### config.mk
export PLATFORM = sky130hd
export DESIGN_NAME = url_percent_decoder
export DESIGN_NICKNAME = d
export VERILOG_FILES = /design/src/rtl/core/upd_pkg.sv /design/src/rtl/core/url_percent_decoder.sv
export SDC_FILE = /design/constraint.sdc
export NUM_CORES = 1
export LEC_CHECK = 0
export BUFFER_PORTS_ARGS = -buffer_cell sky130_fd_sc_hd__buf_4
export CORE_MARGIN = 2
export CORE_UTILIZATION = 39
export DETAILED_ROUTE_END_ITERATION = 10
export GPL_ROUTABILITY_DRIVEN = 0
export PLACE_DENSITY = 0.58
export SLEW_MARGIN = 15
export SYNTH_ARGS = -nofsm -noshare
export SYNTH_HDL_FRONTEND = slang
export SYNTH_SLANG_ARGS = --single-unit
### constraint.sdc
create_clock -name i_clk -period 3.8 [get_ports i_clk]
set_input_delay 1.14 -clock i_clk [delete_from_list [all_inputs] [get_ports i_clk]]
set_output_delay 1.14 -clock i_clk [all_outputs]
set_load 0.005 [all_outputs]
### src/rtl/core/upd_pkg.sv
// ----------------------------------------------------------------------------
// upd_pkg: shared definitions for the URL percent decoder
// Character codes, escape phase type and the hex digit helper.
// ----------------------------------------------------------------------------
package upd_pkg;

    localparam logic [7:0] CH_PERCENT = 8'h25;
    localparam logic [7:0] CH_PLUS    = 8'h2B;
    localparam logic [7:0] CH_SPACE   = 8'h20;
    localparam logic [7:0] CH_ZERO    = 8'h30;
    localparam logic [7:0] CH_NINE    = 8'h39;
    localparam logic [7:0] CH_LOWER_A = 8'h61;
    localparam logic [7:0] CH_LOWER_F = 8'h66;
    localparam logic [7:0] CH_UPPER_A = 8'h41;
    localparam logic [7:0] CH_UPPER_F = 8'h46;
    localparam logic [7:0] HEX_TEN    = 8'd10;

    // Escape progress: nothing held, a '%' held, a '%' and the high digit held.
    typedef enum logic [1:0] {
        PH_IDLE = 2'd0,
        PH_PCT  = 2'd1,
        PH_HIGH = 2'd2
    } t_phase;

    typedef struct packed {
        logic       ok;
        logic [3:0] value;
    } t_nibble;

    // Value of an ASCII hex digit in either case, with a flag telling
    // whether the byte is a hex digit at all.
    function automatic t_nibble hex_nibble(input logic [7:0] b);
        t_nibble    res;
        logic [7:0] diff;
        res  = '{ok: 1'b0, value: 4'd0};
        diff = 8'd0;
        if (b >= CH_ZERO && b <= CH_NINE) begin
            diff = b - CH_ZERO;
            res  = '{ok: 1'b1, value: diff[3:0]};
        end else if (b >= CH_LOWER_A && b <= CH_LOWER_F) begin
            diff = b - CH_LOWER_A + HEX_TEN;
            res  = '{ok: 1'b1, value: diff[3:0]};
        end else if (b >= CH_UPPER_A && b <= CH_UPPER_F) begin
            diff = b - CH_UPPER_A + HEX_TEN;
            res  = '{ok: 1'b1, value: diff[3:0]};
        end
        return res;
    endfunction

endpackage

### src/rtl/core/url_percent_decoder.sv
// ----------------------------------------------------------------------------
// url_percent_decoder: form-style URL percent decoder
// Decodes %XX escapes and '+' into bytes, one encoded word per cycle unless the result buffer backs up.
// ----------------------------------------------------------------------------
// Usage notes.
// The input channel (i_in_valid / o_in_ready) carries one encoded byte per
// word, with i_in_final set on the last byte of a string. The output channel
// (o_out_valid / i_out_ready) carries decoded bytes. o_out_run_end marks the
// last output word caused by one input word, and o_out_string_end marks the
// last decoded byte of a string.
// Each accepted input word is decoded in the cycle it is accepted and its
// results, zero to three bytes, land in a small result buffer. The first
// result is visible in the cycle after acceptance. Words that yield one
// result stream at one per cycle while the receiver is ready, since a new
// input is taken in the same cycle the last buffered result is taken. A word
// that yields two or three results (a broken escape, or a flush at the
// string end) holds the input side while the buffer drains. Escape openers
// that yield nothing are accepted every cycle.
// Reset clears the buffer and any held escape. When the receiver stalls,
// the current result is held and the input side stops while any result of
// the previous word is still waiting to be taken.
// ----------------------------------------------------------------------------
module url_percent_decoder
    import upd_pkg::*;
(
    input  logic       i_clk,
    input  logic       i_rst_n,
    input  logic       i_in_valid,
    output logic       o_in_ready,
    input  logic [7:0] i_in_byte,
    input  logic       i_in_final,
    output logic       o_out_valid,
    input  logic       i_out_ready,
    output logic [7:0] o_out_byte,
    output logic       o_out_run_end,
    output logic       o_out_string_end
);

    // Escape state.
    t_phase     r_phase, n_phase;
    logic [7:0] r_high, n_high;

    // Result buffer: up to three bytes, a read index and a count left.
    logic [7:0] r_buf [3];
    logic [7:0] n_buf [3];
    logic [1:0] r_left, n_count;
    logic [1:0] r_idx;
    logic       r_fin;

    logic       accept;
    logic       pop;
    logic       last;

    // Fresh decode of the incoming byte, as if nothing were held.
    logic       fr_emit;
    logic       fr_hold;
    logic [7:0] fr_byte;
    t_nibble    in_nib;
    t_nibble    high_nib;

    assign last        = (r_left == 2'd1);
    assign o_out_valid = (r_left != 2'd0);
    assign pop         = o_out_valid && i_out_ready;
    assign o_in_ready  = (r_left == 2'd0) || (last && i_out_ready);
    assign accept      = i_in_valid && o_in_ready;

    assign in_nib   = hex_nibble(i_in_byte);
    assign high_nib = hex_nibble(r_high);
    assign fr_hold  = (i_in_byte == CH_PERCENT) && !i_in_final;
    assign fr_emit  = !fr_hold;
    assign fr_byte  = (i_in_byte == CH_PLUS) ? CH_SPACE : i_in_byte;

    // Next escape state.
    always_comb begin
        n_phase = r_phase;
        n_high  = r_high;
        unique case (r_phase)
            PH_PCT: begin
                if (in_nib.ok && !i_in_final) begin
                    n_phase = PH_HIGH;
                    n_high  = i_in_byte;
                end else begin
                    n_phase = (fr_hold && !in_nib.ok) ? PH_PCT : PH_IDLE;
                end
            end
            PH_HIGH: begin
                n_phase = (!in_nib.ok && fr_hold) ? PH_PCT : PH_IDLE;
            end
            default: begin
                n_phase = fr_hold ? PH_PCT : PH_IDLE;
            end
        endcase
        if (i_in_final) begin
            n_phase = PH_IDLE;
            n_high  = 8'd0;
        end
    end

    // Result bytes produced by the incoming word.
    always_comb begin
        n_buf[0] = fr_byte;
        n_buf[1] = fr_byte;
        n_buf[2] = fr_byte;
        n_count  = {1'b0, fr_emit};
        unique case (r_phase)
            PH_PCT: begin
                n_buf[0] = CH_PERCENT;
                if (in_nib.ok) begin
                    n_buf[1] = i_in_byte;
                    n_count  = i_in_final ? 2'd2 : 2'd0;
                end else begin
                    n_count = fr_emit ? 2'd2 : 2'd1;
                end
            end
            PH_HIGH: begin
                if (in_nib.ok) begin
                    n_buf[0] = {high_nib.value, in_nib.value};
                    n_count  = 2'd1;
                end else begin
                    n_buf[0] = CH_PERCENT;
                    n_buf[1] = r_high;
                    n_count  = fr_emit ? 2'd3 : 2'd2;
                end
            end
            default: begin
                n_buf[0] = fr_byte;
            end
        endcase
    end

    always_ff @(posedge i_clk) begin
        if (!i_rst_n) begin
            r_phase <= PH_IDLE;
            r_high  <= 8'd0;
            r_left  <= 2'd0;
            r_idx   <= 2'd0;
            r_fin   <= 1'b0;
        end else if (accept) begin
            r_phase <= n_phase;
            r_high  <= n_high;
            r_left  <= n_count;
            r_idx   <= 2'd0;
            r_fin   <= i_in_final;
        end else if (pop) begin
            r_left <= r_left - 2'd1;
            r_idx  <= r_idx + 2'd1;
        end
    end

    always_ff @(posedge i_clk) begin
        if (accept) begin
            r_buf[0] <= n_buf[0];
            r_buf[1] <= n_buf[1];
            r_buf[2] <= n_buf[2];
        end
    end

    always_comb begin
        unique case (r_idx)
            2'd1:    o_out_byte = r_buf[1];
            2'd2:    o_out_byte = r_buf[2];
            default: o_out_byte = r_buf[0];
        endcase
    end

    assign o_out_run_end    = last;
    assign o_out_string_end = last && r_fin;

    // A final word always yields at least one result.
    a_final_gives_result: assert property (@(posedge i_clk) disable iff (!i_rst_n)
        accept && i_in_final |=> o_out_valid)
        else $error("final word produced no result");

    // No escape survives the end of a string.
    a_final_clears_phase: assert property (@(posedge i_clk) disable iff (!i_rst_n)
        accept && i_in_final |=> r_phase == PH_IDLE)
        else $error("escape held across string end");

    // While results are buffered, input is only taken when the last one is shown.
    a_ready_on_last: assert property (@(posedge i_clk) disable iff (!i_rst_n)
        o_in_ready && o_out_valid |-> o_out_run_end)
        else $error("input accepted with results still buffered");

    a_string_end_is_run_end: assert property (@(posedge i_clk) disable iff (!i_rst_n)
        o_out_valid && o_out_string_end |-> o_out_run_end)
        else $error("string end without run end");

endmodule
# Yosys cells after proc, flatten, opt, wreduce, memory -nomap -nowiden
# Memories as Yosys holds them, arrays and structs flattened.
# Cells that the tools add are included.
dict set report word_totals {
  latch_bits 0
  memories 1
  output_inout_bits 12
  ram_bits 24
  rom_bits 0
  register_bits 15
  wordCells 93
  in_bits 13
}
# memory words word_bits rd rd_clocked_by_memory_dff write_ports line
set mem_list {}
lappend mem_list {r_buf 3 8 3 0 3 url_percent_decoder.sv:44} ;# logic [7:0] r_buf [3];
dict set report classes {
  shifts 0
  eq_ne 7
  div_mod_pow 0
  mux 31
  mul 0
  n_reduce_logical 24
  addsub 12
  n_bitwise 1
  order_cmp 12
}
# op n
set op_table {}
lappend op_table {{$mux 8} 7}
lappend op_table {{$pmux 8 s2} 3}
lappend op_table {{$ge 8x7->1 const B} 4}
lappend op_table {{$le 8x7->1 const B} 4}
lappend op_table {{$sub 4x1->4 const B} 6}
lappend op_table {{$add 4x4->4 const B} 4}
lappend op_table {{$eq 8x6->1 const B} 2}
lappend op_table {{$ge 8x6->1 const B} 2}
lappend op_table {{$le 8x6->1 const B} 2}
lappend op_table {{$mux 2} 8}
lappend op_table {{$mux 5} 3}
lappend op_table {{$logic_and 1x1->1} 13}
lappend op_table {{$mux 4} 3}
lappend op_table {{$pmux 2 s2} 2}
lappend op_table {{$reduce_bool 2->1} 4}
lappend op_table {{$eq 2x1->1 const B} 3}
lappend op_table {{$mux 1} 5}
lappend op_table {{$eq 2x2->1 const B} 2}
lappend op_table {{$logic_not 1->1} 3}
lappend op_table {{$reduce_and 3->1} 1}
lappend op_table {{$add 2x1->2 const B} 1}
lappend op_table {{$logic_not 2->1} 1}
lappend op_table {{$reduce_or 2->1} 1}
lappend op_table {{$sub 2x1->2 const B} 1}
lappend op_table {{other kinds (2)} 2}

# Longest topological paths before layout
# Gate-level depths: netlist of the first run.
dict set report depth {
  ltp_word 11
  ltp_mapped 8
  depth_no_buf 8
}

# Worst setup path before layout of the first run
# OpenSTA, ideal clock, no wires.
dict set report synth_timing {
  path_type {input -> register}
  startpoint {in i_in_byte[1]}
  endpoint {mem r_buf[1][3] (netlist: r_buf[0][11]) (data pin)}
  cell_stages 7
  setup_ns 0.256
  t_arrival_ns 2.555
  required_time_ns 3.544
  setup_slack_ns 0.988
  path_cell_list {inv_1 -> ha_1 -> o21ba_2 -> o211a_1 -> o21ai_0 -> nand2_1 -> a22o_1}
}
# element line
set synth_lines {}
lappend synth_lines {{from (decl)} url_percent_decoder.sv:30} ;# input logic [7:0] i_in_byte,
lappend synth_lines {{to (decl)} url_percent_decoder.sv:44}

==> flow_summary.yaml, run 1 <==
clock_network:
  cts-hold-fix-buffers: 0
  clock-root-buffer: "clkbuf_8"
  cts_resized: 0
  cts.repair_timing.setup_buffer_count: 0
  clkTransAtPathRegs_ns: 0.08
  tritoncts_num_sinks: 39
  htreeDepth: 2
  cts-root-to-sink-buffers: 2
  tritoncts: "done"
  cts_made_buffers: 5
  clock_insertion_delay_worst_skew_ns: 0.30
power_and_ir_drop:
  swShare_pct: 24.4
  p_total_mw: 0.961
  power.leakage_nw: 1.04
  switching_power_mw: 0.235
  clkPwrFrac_pct: 36.9
  combinationalPowerShare_pct: 13.0
  ir_worst_vdd_mv: 0.153
  p_per_area_mw_per_mm2: 371
  seq_power_share_pct: 50.1
  p_int_mw: 0.726
detailed_routing:
  ant_nets: 0
  drt_pass1_iterations: 4
  total_via_count_after_detailed_routing: 1822
  drc_errors: 0
  detail_route.iter0.violations: 81
  route.detailed.vias_per_inst: 5.47
  drt-total-wl_um: 5080
  wire_per_inst_um: 15.3
floorplanning:
  chipWidth_um: 80.4
  initial_utilization_pct: 40.9
  design.core.area_mm2: 0.00557
  die-height_um: 80.4
  design.die.area_mm2: 0.00647
  io_pins: 25
  floorplan.rows: 27
logic_synthesis:
  synthTopCellsByArea: "edfxtp_1, dfxtp_1, ha_1, nand2_1, o21ai_0"
  ys_warn_count: 0
  seq_area_frac_synth_pct: 44.8
  synth_enable_flop_cells: 24
  syn_area_mm2: 0.00228
  synthDistinctLibCells: 51
  postSynthAreaPerCell_um2: 9.38
  synth_fp_nets: 269
  netlist_instances: 243
  most_used_dff_post_synth: "edfxtp_1"
  synthDominantCellAreaShare_pct: 31.6
  async_reset_ff_share_pct: 0
  synthDominantAreaCellType: "edfxtp_1"
  yosys_register_bits: 39
finish:
  final_cell_mix: "nand2_1, buf_4, edfxtp_1"
  most_common_cell_after_layout_fill_and_taps_aside: "nand2_1"
  fin_nets: 286
  n_antenna_cell: 0
  final_design_area_no_fill_mm2: 0.00259
  final.fill_count: 553
  synthToLayoutAreaGrowth_pct: 13.7
  share_of_post_route_cells_with_drive_strength_above_1_pct: 16.1
  postLayoutCoreUtil_pct: 46.5
grt:
  grt_start_max_net_pins: 26
  grt_pass1_vias: 1616
  global_route.overflow_total: 0
  track_usage_pct: 17.1
  grt_first_pass_wirelength_um: 8360
  antenna_violations_before_repair: 0
sta:
  min_period_over_period_pct: 77.9
  clock.fmax_ghz: 0.338
  timing.max_slew.rel_slack_pct: 28.2
  report.final.hold_viol_count: 0
  grt_setup_unrepaired: "false"
  finalSetupViolations: 0
  worst_clock_skew_ns: 0.00841
  finalCriticalPeriod_ns: 2.96
  tightest_slew_ns: 1.05
  fin_tns_setup_ns: 0
  report.final.slew_viol_count: 0
critical_path:
  worst-setup-path-type: "input port to flop"
  setup.worst_path.start: "i_in_byte[1]"
  r2r_slack_ns: 1.38
  crit_required_ns: 3.86
  r2r_start: "r_high[0]$_SDFFE_PN0P_"
  worstPathArrival_ns: 3.02
  cp-start-kind: "input port"
  crit_path_end_kind: "flop"
  path_max_fanout: 6
  r2r.worst_path.cells: 5
worst_hold_path:
  min_path_type: "flop to flop"
  hp-start: "r_fin$_SDFFE_PN0P_"
  hold_path_cell_cnt: 2
run_status:
  outcome: "finished, final reports clean"
place:
  dpl-instance-area_mm2: 0.00247
  dpl.hpwl_um: 3720
  io_buffer_count: 24
run:
  cap_viol_max_count: 0
[power groups by stage]
| stage | Sequential (mW) | Combinational [mW] | Clock (mW) |
|---|---|---|---|
| 3_3_place_gp | 0.491 | 0.125 | 0 |
| 6_report | 0.482 | 0.125 | 0.355 |
| 5_1_grt | 0.484 | 0.140 | 0.379 |
| 2_1_floorplan | 0.489 | 0.0733 | 0 |
| 4_1_cts | 0.482 | 0.126 | 0.361 |
| 3_5_place_dp | 0.491 | 0.126 | 0 |
[critical path, stage by stage]
cell	delay, ns
buf_4	0.11
inv_1	0.07
ha_1	0.20
nor3b_1	0.48
nor3_4	0.13
o21ai_0	0.46
nand2_1	0.21
a22o_1	0.22
[final cells by class]
cell class	count	area, µm²	area share, %
Clock inverter	3	46.3	1.79
Multi-Input combinational cell	170	1100	42.7
Timing Repair Buffer	25	188	7.25
Tap cell	72	90.1	3.48
Clock buffer	5	68.8	2.66
Sequential cell	39	1020	39.4
Inverter	19	71.3	2.75
[final timing paths]
path                            to
min reg2reg     r_fin$_SDFFE_PN0P_
max          r_buf[0][9]$_DFFE_PP_
max reg2reg  r_buf[0][6]$_DFFE_PP_
min             r_fin$_SDFFE_PN0P_
[Yosys cell counts, types with 2 or more instances]
| master | instances |
|---|---|
| dfxtp_1 | 15 |
| ha_1 | 13 |
| nor2b_1 | 4 |
| nand2_1 | 42 |
| nor3b_1 | 2 |
| or2_2 | 2 |
| nand3_1 | 2 |
| mux2i_1 | 4 |
| a21oi_1 | 5 |
| nor2_1 | 12 |
| and2_1 | 3 |
| a22o_1 | 8 |
| a31oi_1 | 3 |
| a22oi_1 | 9 |
| o41ai_1 | 2 |
| o21ai_0 | 15 |
| edfxtp_1 | 24 |
| a211oi_1 | 2 |
| nor4b_1 | 3 |
| a21boi_0 | 2 |
| a21o_1 | 3 |
| nand2b_1 | 2 |
| inv_1 | 19 |
| dlygate4sd1_1 | 2 |
| clkbuf_1 | 10 |
| o22ai_1 | 9 |
| o211a_1 | 2 |
[metrics by stage]
step | hold slack, ns | worst slack, ns | std cells
3_5_place_dp | 0.458 | 0.615 | 325
2_1_floorplan | 0.439 | 0.988 | 243
5_1_grt | 0.514 | 0.763 | 333
4_1_cts | 0.469 | 0.903 | 333
6_report | 0.462 | 0.839 | 333
3_3_place_gp | 0.455 | 0.696 | 325
[state kept, by name, indices dropped and copies added (netlist names)]
register  count
r_left        2
r_buf        24
r_high        8
r_idx         2
r_phase       2
r_fin         1
[kinds of logic (layout without fill, tap and decap cells)]
| group | after synthesis | in the layout | share of synthesized area [%] |
|---|---|---|---|
| AOI/OAI and AO/OA | 71 | 71 | 21.7 |
| xor gates and xnor gates | 1 | 1 | 0.384 |
| buffers and inverters | 34 | 52 | 6.70 |
| muxes | 4 | 4 | 1.76 |
| DFF | 39 | 39 | 44.8 |
| and+or+nand+nor | 81 | 81 | 17.5 |
| adders and majority gates | 13 | 13 | 7.14 |
[per-layer routing]
layer	GRT usage, %	part of all wire [%]	vias up	routed length, µm
li1	-	-	911	-
met1	24.9	50	860	2560
met2	25.3	44	45	2240
met3	3.37	4.4	6	226
met4	5.59	1.1	0	58
met5	0	0	-	0
No activity file was read; power rests on OpenSTA's default activity.
==> run 2: changes to the inputs <==
- clock period: 3.8 -> 3 ns (I/O delays scaled with it)
==> flow_summary.yaml, run 2 (same netlist as run 1, synthesis figures left out) <==
run_status:
  outcome: "finished, final reports clean"
floorplanning:
  die-height_um: 80.4
  floorplan.rows: 27
  design.die.area_mm2: 0.00647
  io_pins: 25
  initial_utilization_pct: 40.9
  chipWidth_um: 80.4
  design.core.area_mm2: 0.00557
detailed_routing:
  route.detailed.vias_per_inst: 5.39
  wire_per_inst_um: 14.9
  drt_pass1_iterations: 4
  detail_route.iter0.violations: 117
  ant_nets: 0
  drc_errors: 0
  total_via_count_after_detailed_routing: 1817
  drt-total-wl_um: 5020
clock_network:
  cts-root-to-sink-buffers: 2
  clkTransAtPathRegs_ns: 0.08
  tritoncts_num_sinks: 39
  cts-hold-fix-buffers: 0
  clock-root-buffer: "clkbuf_8"
  cts.repair_timing.setup_buffer_count: 0
  cts_resized: 0
  cts_made_buffers: 5
  htreeDepth: 2
  clock_insertion_delay_worst_skew_ns: 0.30
  tritoncts: "done"
critical_path:
  crit_path_end_kind: "flop"
  timing.critical_path.slowest_stage_cell: "nor3b_1"
  bufs_and_invs_on_worst_path: 2
  worstPathArrival_ns: 2.79
  cp_cell_sequence: "buf_4, inv_1, ha_1, nor3b_1, nor3_4, or2_2, nor2_1, a22o_1"
  path_max_fanout: 6
  crit_required_ns: 3.16
  r2r_slack_ns: 1.01
  timing.critical_path.slowest_cell_delay_ns: 0.53
  critical_path.top_delay_family: "simple AND/OR/NAND/NOR gates"
  worst-setup-path-type: "input port to flop"
  cp-start-kind: "input port"
grt:
  antenna_violations_before_repair: 0
  grt_first_pass_wirelength_um: 8230
  grt_pass1_vias: 1633
  global_route.overflow_total: 0
  grt_start_max_net_pins: 26
  track_usage_pct: 16.6
run:
  cap_viol_max_count: 0
sta:
  tightest_slew_ns: 0.608
  clock.fmax_ghz: 0.380
  timing.max_slew.rel_slack_pct: 59.4
  finalSetupViolations: 0
  worst_clock_skew_ns: 0.00835
  report.final.slew_viol_count: 0
  grt_setup_unrepaired: "false"
  min_period_over_period_pct: 87.7
  fin_tns_setup_ns: 0
  finalCriticalPeriod_ns: 2.63
  report.final.hold_viol_count: 0
  worst_hold_slack_ns: 0.466
finish:
  max_ffs_per_register: 24
  synthToLayoutAreaGrowth_pct: 15.0
  most_common_cell_after_layout_fill_and_taps_aside: "nand2_1"
  fin_nets: 290
  largest_register_by_flop_count: "r_buf"
  n_antenna_cell: 0
  postLayoutCoreUtil_pct: 47.0
  share_of_post_route_cells_with_drive_strength_above_1_pct: 17.4
  reg.largest.list: "r_buf: 24 flops, r_high: 8 flops"
  final_cell_mix: "nand2_1, buf_4, edfxtp_1"
power_and_ir_drop:
  ir_worst_vdd_mv: 0.204
  combinationalPowerShare_pct: 13.2
  seq_power_share_pct: 50.3
  power.leakage_nw: 1.06
  p_per_area_mw_per_mm2: 464
  swShare_pct: 24.1
  clkPwrFrac_pct: 36.5
  p_int_mw: 0.922
  p_total_mw: 1.21
  switching_power_mw: 0.293
place:
  dpl.hpwl_um: 3700
  io_buffer_count: 24
worst_hold_path:
  min_path_type: "flop to flop"
[run 2: cell types whose count changed in the layout (fill, tap and decap cells not counted)]
cell / delta
buf_4: +4
[run 2: metrics by stage]
stage                     cells  worst slack, ns  area (µm²)
final                       337            0.370        2620
after global routing        337            0.267        2620
after CTS                   337            0.422        2620
after detailed placement    329            0.160        2500
after global placement      329            0.175        2500
after floorplan             243            0.428        2280
[run 2: layout make-up]
cell class / count / area [µm²]
clock inverter: 3 / 46.3
sequential: 39 / 1020
clock buffer: 5 / 68.8
inverter: 19 / 71.3
fill: 542 / 2950
timing repair buffer: 29 / 218
tap: 72 / 90.1
multi-input combinational: 170 / 1100
[run 2: path summary, 6_finish.rpt]
kind / startpoint / depth (start not counted) / to
worst max-delay path: i_in_byte[1] / 8 / r_buf[0][15]$_DFFE_PP_
worst min register to register: r_fin$_SDFFE_PN0P_ / 2 / r_fin$_SDFFE_PN0P_
worst min-delay path: r_fin$_SDFFE_PN0P_ / 2 / r_fin$_SDFFE_PN0P_
worst max register to register: r_high[0]$_SDFFE_PN0P_ / 7 / r_buf[0][5]$_DFFE_PP_
[run 2: worst register-to-register path: stages (launching register included)]
cell and delay [ns]:
dfxtp_1 0.54, inv_1 0.10, ha_1 0.23, nand2b_1 0.10
nand3_1 0.07, a21boi_0 0.40, nand2_1 0.15, a31oi_1 0.23
[run 2: routing by layer]
layer / part of all wire, % / global-route usage, % / up-vias
met3: 5.5 / 3.15 / 10
met5: 0 / 0 / -
met4: 2.1 / 5.25 / 0
met2: 43 / 24.1 / 51
li1: - / - / 922
met1: 49 / 24.9 / 834
[run 2: power by group through the flow]
stage                     registers [mW]  logic (mW)  clock network, mW
after floorplan                    0.620      0.0929                  0
after detailed placement           0.622       0.161                  0
after global placement             0.622       0.161                  0
after global routing               0.613       0.181              0.482
final                              0.610       0.160              0.444
after CTS                          0.610       0.162              0.455
